### config.mk
export PLATFORM = sky130hd
export DESIGN_NAME = top_k_sorted_insert_core
export DESIGN_NICKNAME = d
export VERILOG_FILES = /design/src/hw/rtl/tksi_pkg.sv /design/src/hw/rtl/tksi_cell.sv /design/src/hw/rtl/top_k_sorted_insert_core.sv
export SDC_FILE = /design/constraint.sdc
export NUM_CORES = 1
export LEC_CHECK = 0
export BUFFER_PORTS_ARGS = -buffer_cell sky130_fd_sc_hd__buf_2
export CAP_MARGIN = 25
export CORE_MARGIN = 10
export CORE_UTILIZATION = 25
export DETAILED_ROUTE_END_ITERATION = 16
export SETUP_SLACK_MARGIN = 0.4
export SLEW_MARGIN = 25
export SYNTH_ARGS = -nofsm -noshare
export SYNTH_HDL_FRONTEND = slang
export SYNTH_SLANG_ARGS = --single-unit
### constraint.sdc
create_clock -name clk_i -period 9 [get_ports clk_i]
set_input_delay 0.9 -clock clk_i [delete_from_list [all_inputs] [get_ports clk_i]]
set_output_delay 0.9 -clock clk_i [all_outputs]
set_load 0.05 [all_outputs]
### src/hw/rtl/tksi_pkg.sv
`timescale 1ns / 1ps

package tksi_pkg;

  // Field widths of the command and result beats.
  localparam int unsigned SquareW  = 6;
  localparam int unsigned ScoreW   = 32;
  localparam int unsigned OpW      = 2;
  localparam int unsigned RdIdxW   = 3;
  localparam int unsigned PosW     = 4;
  localparam int unsigned CountOutW = 4;
  localparam int unsigned CapW     = 4;

  localparam logic [CapW-1:0] CapacityReset = CapW'(3);

  typedef enum logic [OpW-1:0] {
    OP_INSERT = 2'd0,
    OP_CLEAR  = 2'd1,
    OP_READ   = 2'd2,
    OP_NOP    = 2'd3
  } tksi_op_e;

  typedef struct packed {
    tksi_op_e                   opcode;
    logic [SquareW-1:0]         from_square;
    logic [SquareW-1:0]         to_square;
    logic signed [ScoreW-1:0]   score;
    logic [RdIdxW-1:0]          read_index;
  } tksi_item_t;

  typedef struct packed {
    logic                       accepted;
    logic [PosW-1:0]            insert_position;
    logic                       evicted;
    logic [CountOutW-1:0]       entry_count;
    logic                       entry_valid;
    logic [SquareW-1:0]         entry_from;
    logic [SquareW-1:0]         entry_to;
    logic signed [ScoreW-1:0]   entry_score;
  } tksi_result_t;

  // One stored list entry.
  typedef struct packed {
    logic [SquareW-1:0]         from_sq;
    logic [SquareW-1:0]         to_sq;
    logic signed [ScoreW-1:0]   score;
  } tksi_entry_t;

  // Control from the top level to one cell.
  typedef struct packed {
    logic commit;     // the insert is kept, cells update this cycle
    logic occupied;   // this cell holds a live entry
    logic below_new;  // this cell lies below the count after the insert
  } tksi_cell_ctrl_t;

  // Status from one cell.
  typedef struct packed {
    logic gt;    // live entry scoring strictly above the new one
    logic spot;  // the new entry lands in this cell
  } tksi_cell_stat_t;

endpackage

### src/hw/rtl/tksi_cell.sv
`timescale 1ns / 1ps

module tksi_cell
  import tksi_pkg::*;
(
  input  logic            clk_i,
  input  tksi_entry_t     new_entry_i,
  input  tksi_entry_t     prev_entry_i,
  input  logic            prev_gt_i,
  input  tksi_cell_ctrl_t ctrl_i,
  output tksi_cell_stat_t stat_o,
  output tksi_entry_t     entry_o
);

  tksi_entry_t entry_q, entry_d;
  logic        gt;

  // Sorted order makes the strictly-greater flags a prefix of the chain, so
  // the insert point is the first cell that is not greater while its upstream neighbor is.
  assign gt          = ctrl_i.occupied && (entry_q.score > new_entry_i.score);
  assign stat_o.gt   = gt;
  assign stat_o.spot = prev_gt_i && !gt;
  assign entry_o     = entry_q;

  always_comb begin
    entry_d = entry_q;
    if (ctrl_i.commit) begin
      if (stat_o.spot) begin
        entry_d = new_entry_i;
      end else if (!gt && ctrl_i.below_new) begin
        entry_d = prev_entry_i;
      end
    end
  end

  // Payload only; the live range is tracked by the count at the top level.
  always_ff @(posedge clk_i) begin
    entry_q <= entry_d;
  end

endmodule

### src/hw/rtl/top_k_sorted_insert_core.sv
`timescale 1ns / 1ps
// The result beat is registered; it appears on the cycle after start is taken.
// Throughput: one command beat per cycle; busy stays low, since the whole chain
// of compare-and-shift cells settles an insert, clear or read combinationally.
// Reset: the entry count clears to zero and capacity returns to three; stored
// entries are undefined until written. The receiver cannot stall result beats.

module top_k_sorted_insert_core
  import tksi_pkg::*;
#(
  parameter int unsigned MAX_ENTRIES = 8
) (
  input  logic              clk_i,
  input  logic              rst_ni,
  input  logic              start,
  output logic              busy,
  input  tksi_item_t        item_i,
  input  logic              cfg_we_i,
  input  logic [CapW-1:0]   cfg_wdata_i,
  output logic              result_valid_o,
  output tksi_result_t      result_o
);

  // Count width holds MAX_ENTRIES itself; index width addresses one cell.
  localparam int unsigned CntW = $clog2(MAX_ENTRIES + 1);
  localparam int unsigned IdxW = (MAX_ENTRIES > 1) ? $clog2(MAX_ENTRIES) : 1;

  logic [CapW-1:0] capacity_q;
  logic [CntW-1:0] held_q, held_d;
  logic            valid_q;
  tksi_result_t    result_q, result_d;

  tksi_entry_t     new_entry;
  tksi_entry_t     cell_entry [MAX_ENTRIES];
  tksi_cell_stat_t cell_stat  [MAX_ENTRIES];
  tksi_cell_ctrl_t cell_ctrl  [MAX_ENTRIES];

  logic            fire;
  logic            is_insert;
  logic            full;
  logic            any_spot;
  logic            hit_below;
  logic            keep;
  logic [CntW-1:0] new_count;
  logic [IdxW-1:0] spot_idx;
  int unsigned     cap_eff;

  // The cell chain settles every command combinationally, so the core is never busy.
  assign busy      = 1'b0;
  assign fire      = start && !busy;
  assign is_insert = fire && (item_i.opcode == OP_INSERT);

  assign new_entry.from_sq = item_i.from_square;
  assign new_entry.to_sq   = item_i.to_square;
  assign new_entry.score   = item_i.score;

  // A capacity above the cell count saturates to the cell count. When the
  // capacity has been lowered below the count, the count stays as it is and
  // the list counts as full.
  assign cap_eff   = (int'(capacity_q) > int'(MAX_ENTRIES)) ? MAX_ENTRIES
                                                            : int'(capacity_q);
  assign full      = int'(held_q) >= cap_eff;
  assign new_count = full ? held_q : CntW'(held_q + 1'b1);

  // Gather the insert point from the chain. A spot within the live entries
  // always keeps the new entry; a spot at the tail only does when not full.
  always_comb begin
    any_spot  = 1'b0;
    hit_below = 1'b0;
    spot_idx  = '0;
    for (int i = 0; i < MAX_ENTRIES; i++) begin
      if (cell_stat[i].spot) begin
        any_spot = 1'b1;
        spot_idx = spot_idx | IdxW'(i);
        if (int'(held_q) > i) begin
          hit_below = 1'b1;
        end
      end
    end
  end

  assign keep = is_insert && any_spot && (!full || hit_below);

  for (genvar g = 0; g < MAX_ENTRIES; g++) begin : g_cell
    assign cell_ctrl[g].commit    = keep;
    assign cell_ctrl[g].occupied  = int'(held_q) > g;
    assign cell_ctrl[g].below_new = int'(new_count) > g;

    if (g == 0) begin : g_head
      // The head cell has no upstream entry; the new beat stands in for it.
      tksi_cell u_cell (
        .clk_i        (clk_i),
        .new_entry_i  (new_entry),
        .prev_entry_i (new_entry),
        .prev_gt_i    (1'b1),
        .ctrl_i       (cell_ctrl[g]),
        .stat_o       (cell_stat[g]),
        .entry_o      (cell_entry[g])
      );
    end else begin : g_body
      tksi_cell u_cell (
        .clk_i        (clk_i),
        .new_entry_i  (new_entry),
        .prev_entry_i (cell_entry[g-1]),
        .prev_gt_i    (cell_stat[g-1].gt),
        .ctrl_i       (cell_ctrl[g]),
        .stat_o       (cell_stat[g]),
        .entry_o      (cell_entry[g])
      );
    end
  end

  // Next count and the result beat. Fields that an operation does not use
  // are zero.
  always_comb begin
    held_d   = held_q;
    result_d = '0;
    if (fire) begin
      case (item_i.opcode)
        OP_INSERT: begin
          if (keep) begin
            held_d                   = new_count;
            result_d.accepted        = 1'b1;
            result_d.insert_position = PosW'(spot_idx);
            result_d.evicted         = full;
          end
        end
        OP_CLEAR: begin
          held_d = '0;
        end
        OP_READ: begin
          // Index selects one cell; indexes past the live entries read zero.
          for (int i = 0; i < MAX_ENTRIES; i++) begin
            if ((int'(item_i.read_index) == i) && (int'(held_q) > i)) begin
              result_d.entry_valid = 1'b1;
              result_d.entry_from  = cell_entry[i].from_sq;
              result_d.entry_to    = cell_entry[i].to_sq;
              result_d.entry_score = cell_entry[i].score;
            end
          end
        end
        default: begin
        end
      endcase
      result_d.entry_count = CountOutW'(held_d);
    end
  end

  always_ff @(posedge clk_i or negedge rst_ni) begin
    if (!rst_ni) begin
      capacity_q <= CapacityReset;
      held_q     <= '0;
      valid_q    <= 1'b0;
    end else begin
      if (cfg_we_i) begin
        capacity_q <= cfg_wdata_i;
      end
      held_q  <= held_d;
      valid_q <= fire;
    end
  end

  always_ff @(posedge clk_i) begin
    result_q <= result_d;
  end

  assign result_valid_o = valid_q;
  assign result_o       = result_q;

endmodule
Word level (Yosys, flattened, before mapping)
Index checks and enable logic that the tools add are counted. Widths: inputs -> output; s select.

Register bits after elaboration: 416. Logic and storage cells: 197.

Eq/ne operators: 10. Reductions and logical operators: 64. $add $sub $neg: 1. $lt $le $gt $ge: 26. Multiplexer cells: 60.

Operators with widths (number): $mux 44 (16); $mux 45 (8); $gt 32x32->1 (8); $logic_and 1x1->1 (34); $gt 4x3->1 const B (8); $mux 1 (25); $reduce_and 2->1 (10); $gt 4x1->1 const B (4); $gt 4x2->1 const B (4); $reduce_bool 2->1 (7); $eq 3x3->1 const B (4); $mux 3 (4); $mux 4 (3); $logic_not 1->1 (9); $pmux 4 s2 (1); $eq 3x2->1 const B (2); $mux 6 (1); $add 4x1->4 const B (1); $ge 4x4->1 (1); $gt 4x4->1 const B (1); $mux 2 (2); $eq 3x1->1 const B (1); $logic_not 3->1 (1); $reduce_and 3->1 (1); other kinds (5) (5).

Longest topological paths before layout
Depth in word-level cells: 21. Mapped depth: 14. Gate-level depth less buffers: 13.

Modules after synthesis
Synthesis repeated with hierarchy kept, for this count alone.

Cells, all modules: 2264. Area total of the unflattened synthesis: 28292.1 µm².

By module, submodules not included: tksi_cell (cells each 219, instances 8, area an instance 2975.4 µm²); top_k_sorted_insert_core (cells each 512, instances 1, area an instance 4489.3 µm²).

Least setup slack after synthesis
No wires, ideal clock.

Path type: in2reg. From: input item_i[32] (netlist name). To: register g_cell[2].g_body.u_cell.entry_q (netlist bit g_cell[2].g_body.u_cell.entry_o[0]), enable pin. Cell stages on the path: 11. Path slack: 1.937 ns. Arrival time: 6.551 ns. Setup time: 0.512 ns. Cell sequence: inv_1 > ha_1 > a21o_1 > a21o_1 > a221oi_1 > o21ai_1 > o211ai_1 > or4bb_1 > o311ai_2 > o21ai_4 > a211oi_1.

Word-level cells in the longest chain between the ends: 20. Elaborated cells on any way between the ends: 59. Those cells by class: order compare: 8; mux: 23; reduce/logical: 28.

RTL lines: start, declared (line top_k_sorted_insert_core.sv:17) `input tksi_item_t item_i,`; $gt 32x32->1 (line tksi_cell.sv:20) `assign gt = ctrl_i.occupied && (entry_q.score > new_entry_i.score);`; $logic_and 1x1->1 (line tksi_cell.sv:20); $mux 1 or $logic_not 1->1 (tied branches) (line top_k_sorted_insert_core.sv:72, tksi_cell.sv:22); $mux 1 or $logic_and 1x1->1 (tied branches) (line top_k_sorted_insert_core.sv:75, tksi_cell.sv:22); $mux 1 (line top_k_sorted_insert_core.sv:72) `if (cell_stat[i].spot) begin`; $mux 1 (line top_k_sorted_insert_core.sv:75) `if (int'(held_q) > i) begin`; $mux 1 (line top_k_sorted_insert_core.sv:72); $mux 1 (line top_k_sorted_insert_core.sv:75); (+4 left out); $mux 1 (line top_k_sorted_insert_core.sv:72); $mux 1 (line top_k_sorted_insert_core.sv:75); $mux 1 (line top_k_sorted_insert_core.sv:72); $mux 1 (line top_k_sorted_insert_core.sv:75); $mux 1 (line top_k_sorted_insert_core.sv:72); $logic_or 1x1->1 (line top_k_sorted_insert_core.sv:82) `assign keep = is_insert && any_spot && (!full || hit_below);`; $logic_and 1x1->1 (line top_k_sorted_insert_core.sv:82); $reduce_and 2->1 (no source line) (*); end signal, assigned (line tksi_cell.sv:38) `entry_q <= entry_d;`; end, declared (line tksi_cell.sv:15) `tksi_entry_t entry_q, entry_d;`.

Every way passes the cells marked *; elsewhere a longest branch is shown, timed or not. A chain may end at the register's enable or synchronous reset.

Final worst setup path
From: input item_i[34] (netlist name). To: register g_cell[5].g_body.u_cell.entry_q (netlist bit g_cell[5].g_body.u_cell.entry_o[32]), enable pin.

Word-level cells in the longest chain between the ends: 20. Elaborated cells on any way between the ends: 59. Those cells by class: order compare: 8; mux: 23; reduce/logical: 28.

RTL lines (line): $gt 32x32->1 (tksi_cell.sv:20); $logic_and 1x1->1 (tksi_cell.sv:20); $mux 1 or $logic_not 1->1 (tied branches) (top_k_sorted_insert_core.sv:72, tksi_cell.sv:22); $mux 1 or $logic_and 1x1->1 (tied branches) (top_k_sorted_insert_core.sv:75, tksi_cell.sv:22); $mux 1 (top_k_sorted_insert_core.sv:72); $mux 1 (top_k_sorted_insert_core.sv:75); $mux 1 (top_k_sorted_insert_core.sv:72); $mux 1 (top_k_sorted_insert_core.sv:75); (+4 left out); $mux 1 (top_k_sorted_insert_core.sv:72); $mux 1 (top_k_sorted_insert_core.sv:75); $mux 1 (top_k_sorted_insert_core.sv:72); $mux 1 (top_k_sorted_insert_core.sv:75); $mux 1 (top_k_sorted_insert_core.sv:72); $logic_or 1x1->1 (top_k_sorted_insert_core.sv:82); $logic_and 1x1->1 (top_k_sorted_insert_core.sv:82); $reduce_and 2->1 (no source line) (*); end signal, assigned (tksi_cell.sv:38); end, declared (tksi_cell.sv:15).

Marks and branches as above.

==> results.sh <==
export IMPL_layout_area_seq_um2=11900
export IMPL_vias_per_cell=5.35
export IMPL_p_sw_w=0.00182
export IMPL_ys_top_cells_by_count="352 x edfxtp_1, 264 x ha_1, 225 x nand2_1"
export IMPL_outcome="finished, final reports clean"
export IMPL_timing_final_crit_period_ns=6.12
export IMPL_maxCapViolations=0
export IMPL_multi_input_comb_area_um2=11400
export IMPL_cp_startpoint="item_i[34]"
export IMPL_required_ns=9.22
export IMPL_wl_per_cell_um=24.0
export IMPL_synthDistinctLibCells=73
export IMPL_postCtsHoldBufs=0
export IMPL_synth_mux_area_share_pct=7.59
export IMPL_worst_pin_slew_ns=1.08
export IMPL_synth_area_leader_cell="edfxtp_1"
export IMPL_crit_fanout=30
export IMPL_synth_xor_area_share_pct=0.147
export IMPL_ys_ff_latch=415
export IMPL_die_area_um2=108000
export IMPL_clockBufferDepth=3
export IMPL_clkTransAtPathRegs_ns=0.06
export IMPL_synth_edf_count=352
export IMPL_antenna_found_initial=11
export IMPL_synth_flop_cell="edfxtp_1"
export IMPL_clkLatencyLatePin_ns=0.61
export IMPL_synth_simple_area_share_pct=9.35
export IMPL_grtUsageTotal_pct=14.8
export IMPL_max_slew_margin_pct=28.0
export IMPL_pin_count=114
export IMPL_cts_made_buffers=49
export IMPL_syn_mean_instance_area_um2=11.6
export IMPL_cts_sinks=415
export IMPL_first_pass_iters=9
export IMPL_async_flop_share_pct=2.17
export IMPL_drive_gt1_share_pct=18.8
export IMPL_routed_wirelength_um=82700
export IMPL_synthCells=2051
export IMPL_portBuffers=111
export IMPL_worst_clock_skew_ns=0.0333
export IMPL_dp_hpwl_um=57600
export IMPL_synth_adder_area_share_pct=13.9
export IMPL_r2r_start="g_cell[0].g_head.u_cell.entry_o[31]$_DFFE_PP_"
export IMPL_yosysTopAreaCellShare_pct=44.5
export IMPL_drc=0
export IMPL_p_comb_share_pct=23.1
export IMPL_grt_pass1_wl_um=121000
export IMPL_synth_yosys_seq_area_share_pct=50.0
export IMPL_critPathKind="in -> reg"
export IMPL_gp_congestion=0.928
export IMPL_timing_setup_tns_ns=0
export IMPL_vias=18468
export IMPL_hold_path_class="in -> async"
export IMPL_yosysWarnings=0
export IMPL_final_cell_count_no_fill=3450
export IMPL_die_x_um=328
export IMPL_switching_share_pct=31.7
export IMPL_crit_arrival_ns=6.34
export IMPL_cts_tree="built"
export IMPL_grt_setup_unrepaired="false"
export IMPL_fmax_mhz=164
export IMPL_p_leak_nw=10.2
export IMPL_nFillCells=9752
export IMPL_startpoint_type="input port"
export IMPL_core_rowCount=113
export IMPL_nets=2469
export IMPL_cts_setup_buffers=0
export IMPL_clkPwrFrac_pct=35.3
export IMPL_die_h_um=328
export IMPL_dr_first_iter_drc_count=2191
export IMPL_synth_top_family_by_area="compound AO/OA/AOI/OAI gates"
export IMPL_finalCritPeriodShare_pct=67.9
export IMPL_hold_viol=0
export IMPL_floorplan_initialDensity_pct=25.1
export IMPL_setup_viol=0
export IMPL_crit_path_end_kind="flop"
export IMPL_core_area_um2=94700
export IMPL_slew_violations=0
export IMPL_cts_resized=0
export IMPL_htree_levels=2
export IMPL_rrSetupSlack_ns=3.15
export IMPL_vdd_drop_max_mv=0.133
export IMPL_powerDensity_nw_per_um2=209
export IMPL_ant_nets=0
export IMPL_final_util_pct=29.0
export IMPL_grt_remaining_overflow=0
export IMPL_grt_pass1_vias=17985
export IMPL_synth_most_common_cell="edfxtp_1"
export IMPL_root_buffer="clkbuf_16"
export IMPL_cellInternalPower_w=0.00392
export IMPL_synthTopCellsByArea="edfxtp_1 44%, ha_1 14%, mux2_2 7.2%, dfxtp_1 4.5%, o21ai_0 4.1%"
export IMPL_synthToLayoutAreaGrowth_pct=15.5
export IMPL_pwr_share_seq_pct=41.6
export IMPL_synth_area_um2=23800
export IMPL_dp_cells=3362
export IMPL_grt_max_degree=77
export IMPL_hold_ws_ns=0.162
export IMPL_synth_compound_area_share_pct=16.5
worst paths after layout:
path / cells after the start / to
min: 1 / result_valid_o$_DFF_PN0_
max reg2reg: 12 / g_cell[5].g_body.u_cell.entry_o[32]$_DFFE_PP_
min reg2reg: 2 / result_o[34]$_SDFF_PN0_
max in group asynchronous: 1 / capacity_q[0]$_DFFE_PN1P_
max: 14 / g_cell[5].g_body.u_cell.entry_o[32]$_DFFE_PP_
min in group clk_i: 1 / g_cell[0].g_head.u_cell.entry_o[12]$_DFFE_PP_
layout make-up:
type	instances	share of cell area [%]
well taps	1265	5.76
clock inverters	26	0.875
clock buffers	60	4.92
multi-input cells	1488	41.6
flip-flops and latches	415	43.3
repair buffers	141	2.84
inverters	53	0.734
diodes	2	0.0182
critical path, stage by stage:
cell and delay [ns]:
buf_2 0.11, inv_1 0.20, ha_1 0.50, nand4_1 0.31
nor4b_2 0.66, nor3b_2 0.53, nand3b_1 0.28, nand4_1 0.19
nand3b_1 0.18, or4bb_1 0.53, o311ai_2 0.16, o21ai_4 0.29
nor3_4 0.83, buf_4 0.60
layout by cell type (no fill, tap or decap), types with 26 or more instances in the layout:
cell type and n:
edfxtp_1 352, ha_1 264, nand2_1 223, o21ai_0 196, mux2_2 153, a21oi_1 127, buf_2 111, a222oi_1 65
nand4_1 60, dfxtp_1 54, inv_1 52, a22oi_1 52, clkbuf_16 51, a31oi_1 45, nor2_1 36, nand3_1 32
buf_4 30, a21o_1 26
cell families after synthesis:
kind of cell / after synthesis
buf+inv: 149
other cells: 1
simple gates: 456
xor+xnor: 4
compound gates: 602
flops: 415
fa+ha+maj: 264
mux: 160
power by group through the flow:
stage	sequential, W	combinational (W)	clock [W]
after detailed placement	0.00243	0.00131	0
final	0.00239	0.00133	0.00203
after floorplan	0.00244	0.000856	0
after CTS	0.00239	0.00132	0.00207
after global routing	0.00241	0.00145	0.00213
after global placement	0.00243	0.00129	0
metal layers:
layer,part of all wire [%],wire [um],track usage (%)
met1,42,34300,19.4
met2,46,38400,24.2
met3,8.9,7390,2.82
met4,3.0,2500,4.86
met5,0.068,56,0
registers in the layout, indices dropped and copies added (netlist names):
| register | flops |
|---|---|
| result_valid_o | 1 |
| capacity_q | 4 |
| g_cell.g_head.u_cell.entry_o | 44 |
| g_cell.g_body.u_cell.entry_o | 308 |
| result_o | 54 |
| held_q | 4 |
per-stage QoR:
| step | instance area [um2] | setup WS, ns | power [W] |
|---|---|---|---|
| after global routing | 27500 | 2.79 | 0.00598 |
| after global placement | 25900 | 2.53 | 0.00372 |
| after detailed placement | 25900 | 2.42 | 0.00374 |
| after floorplan | 23800 | 1.94 | 0.00330 |
| after CTS | 27500 | 3.02 | 0.00577 |
| final | 27500 | 2.88 | 0.00575 |
Note: power is estimated with default switching activity, not from simulation.
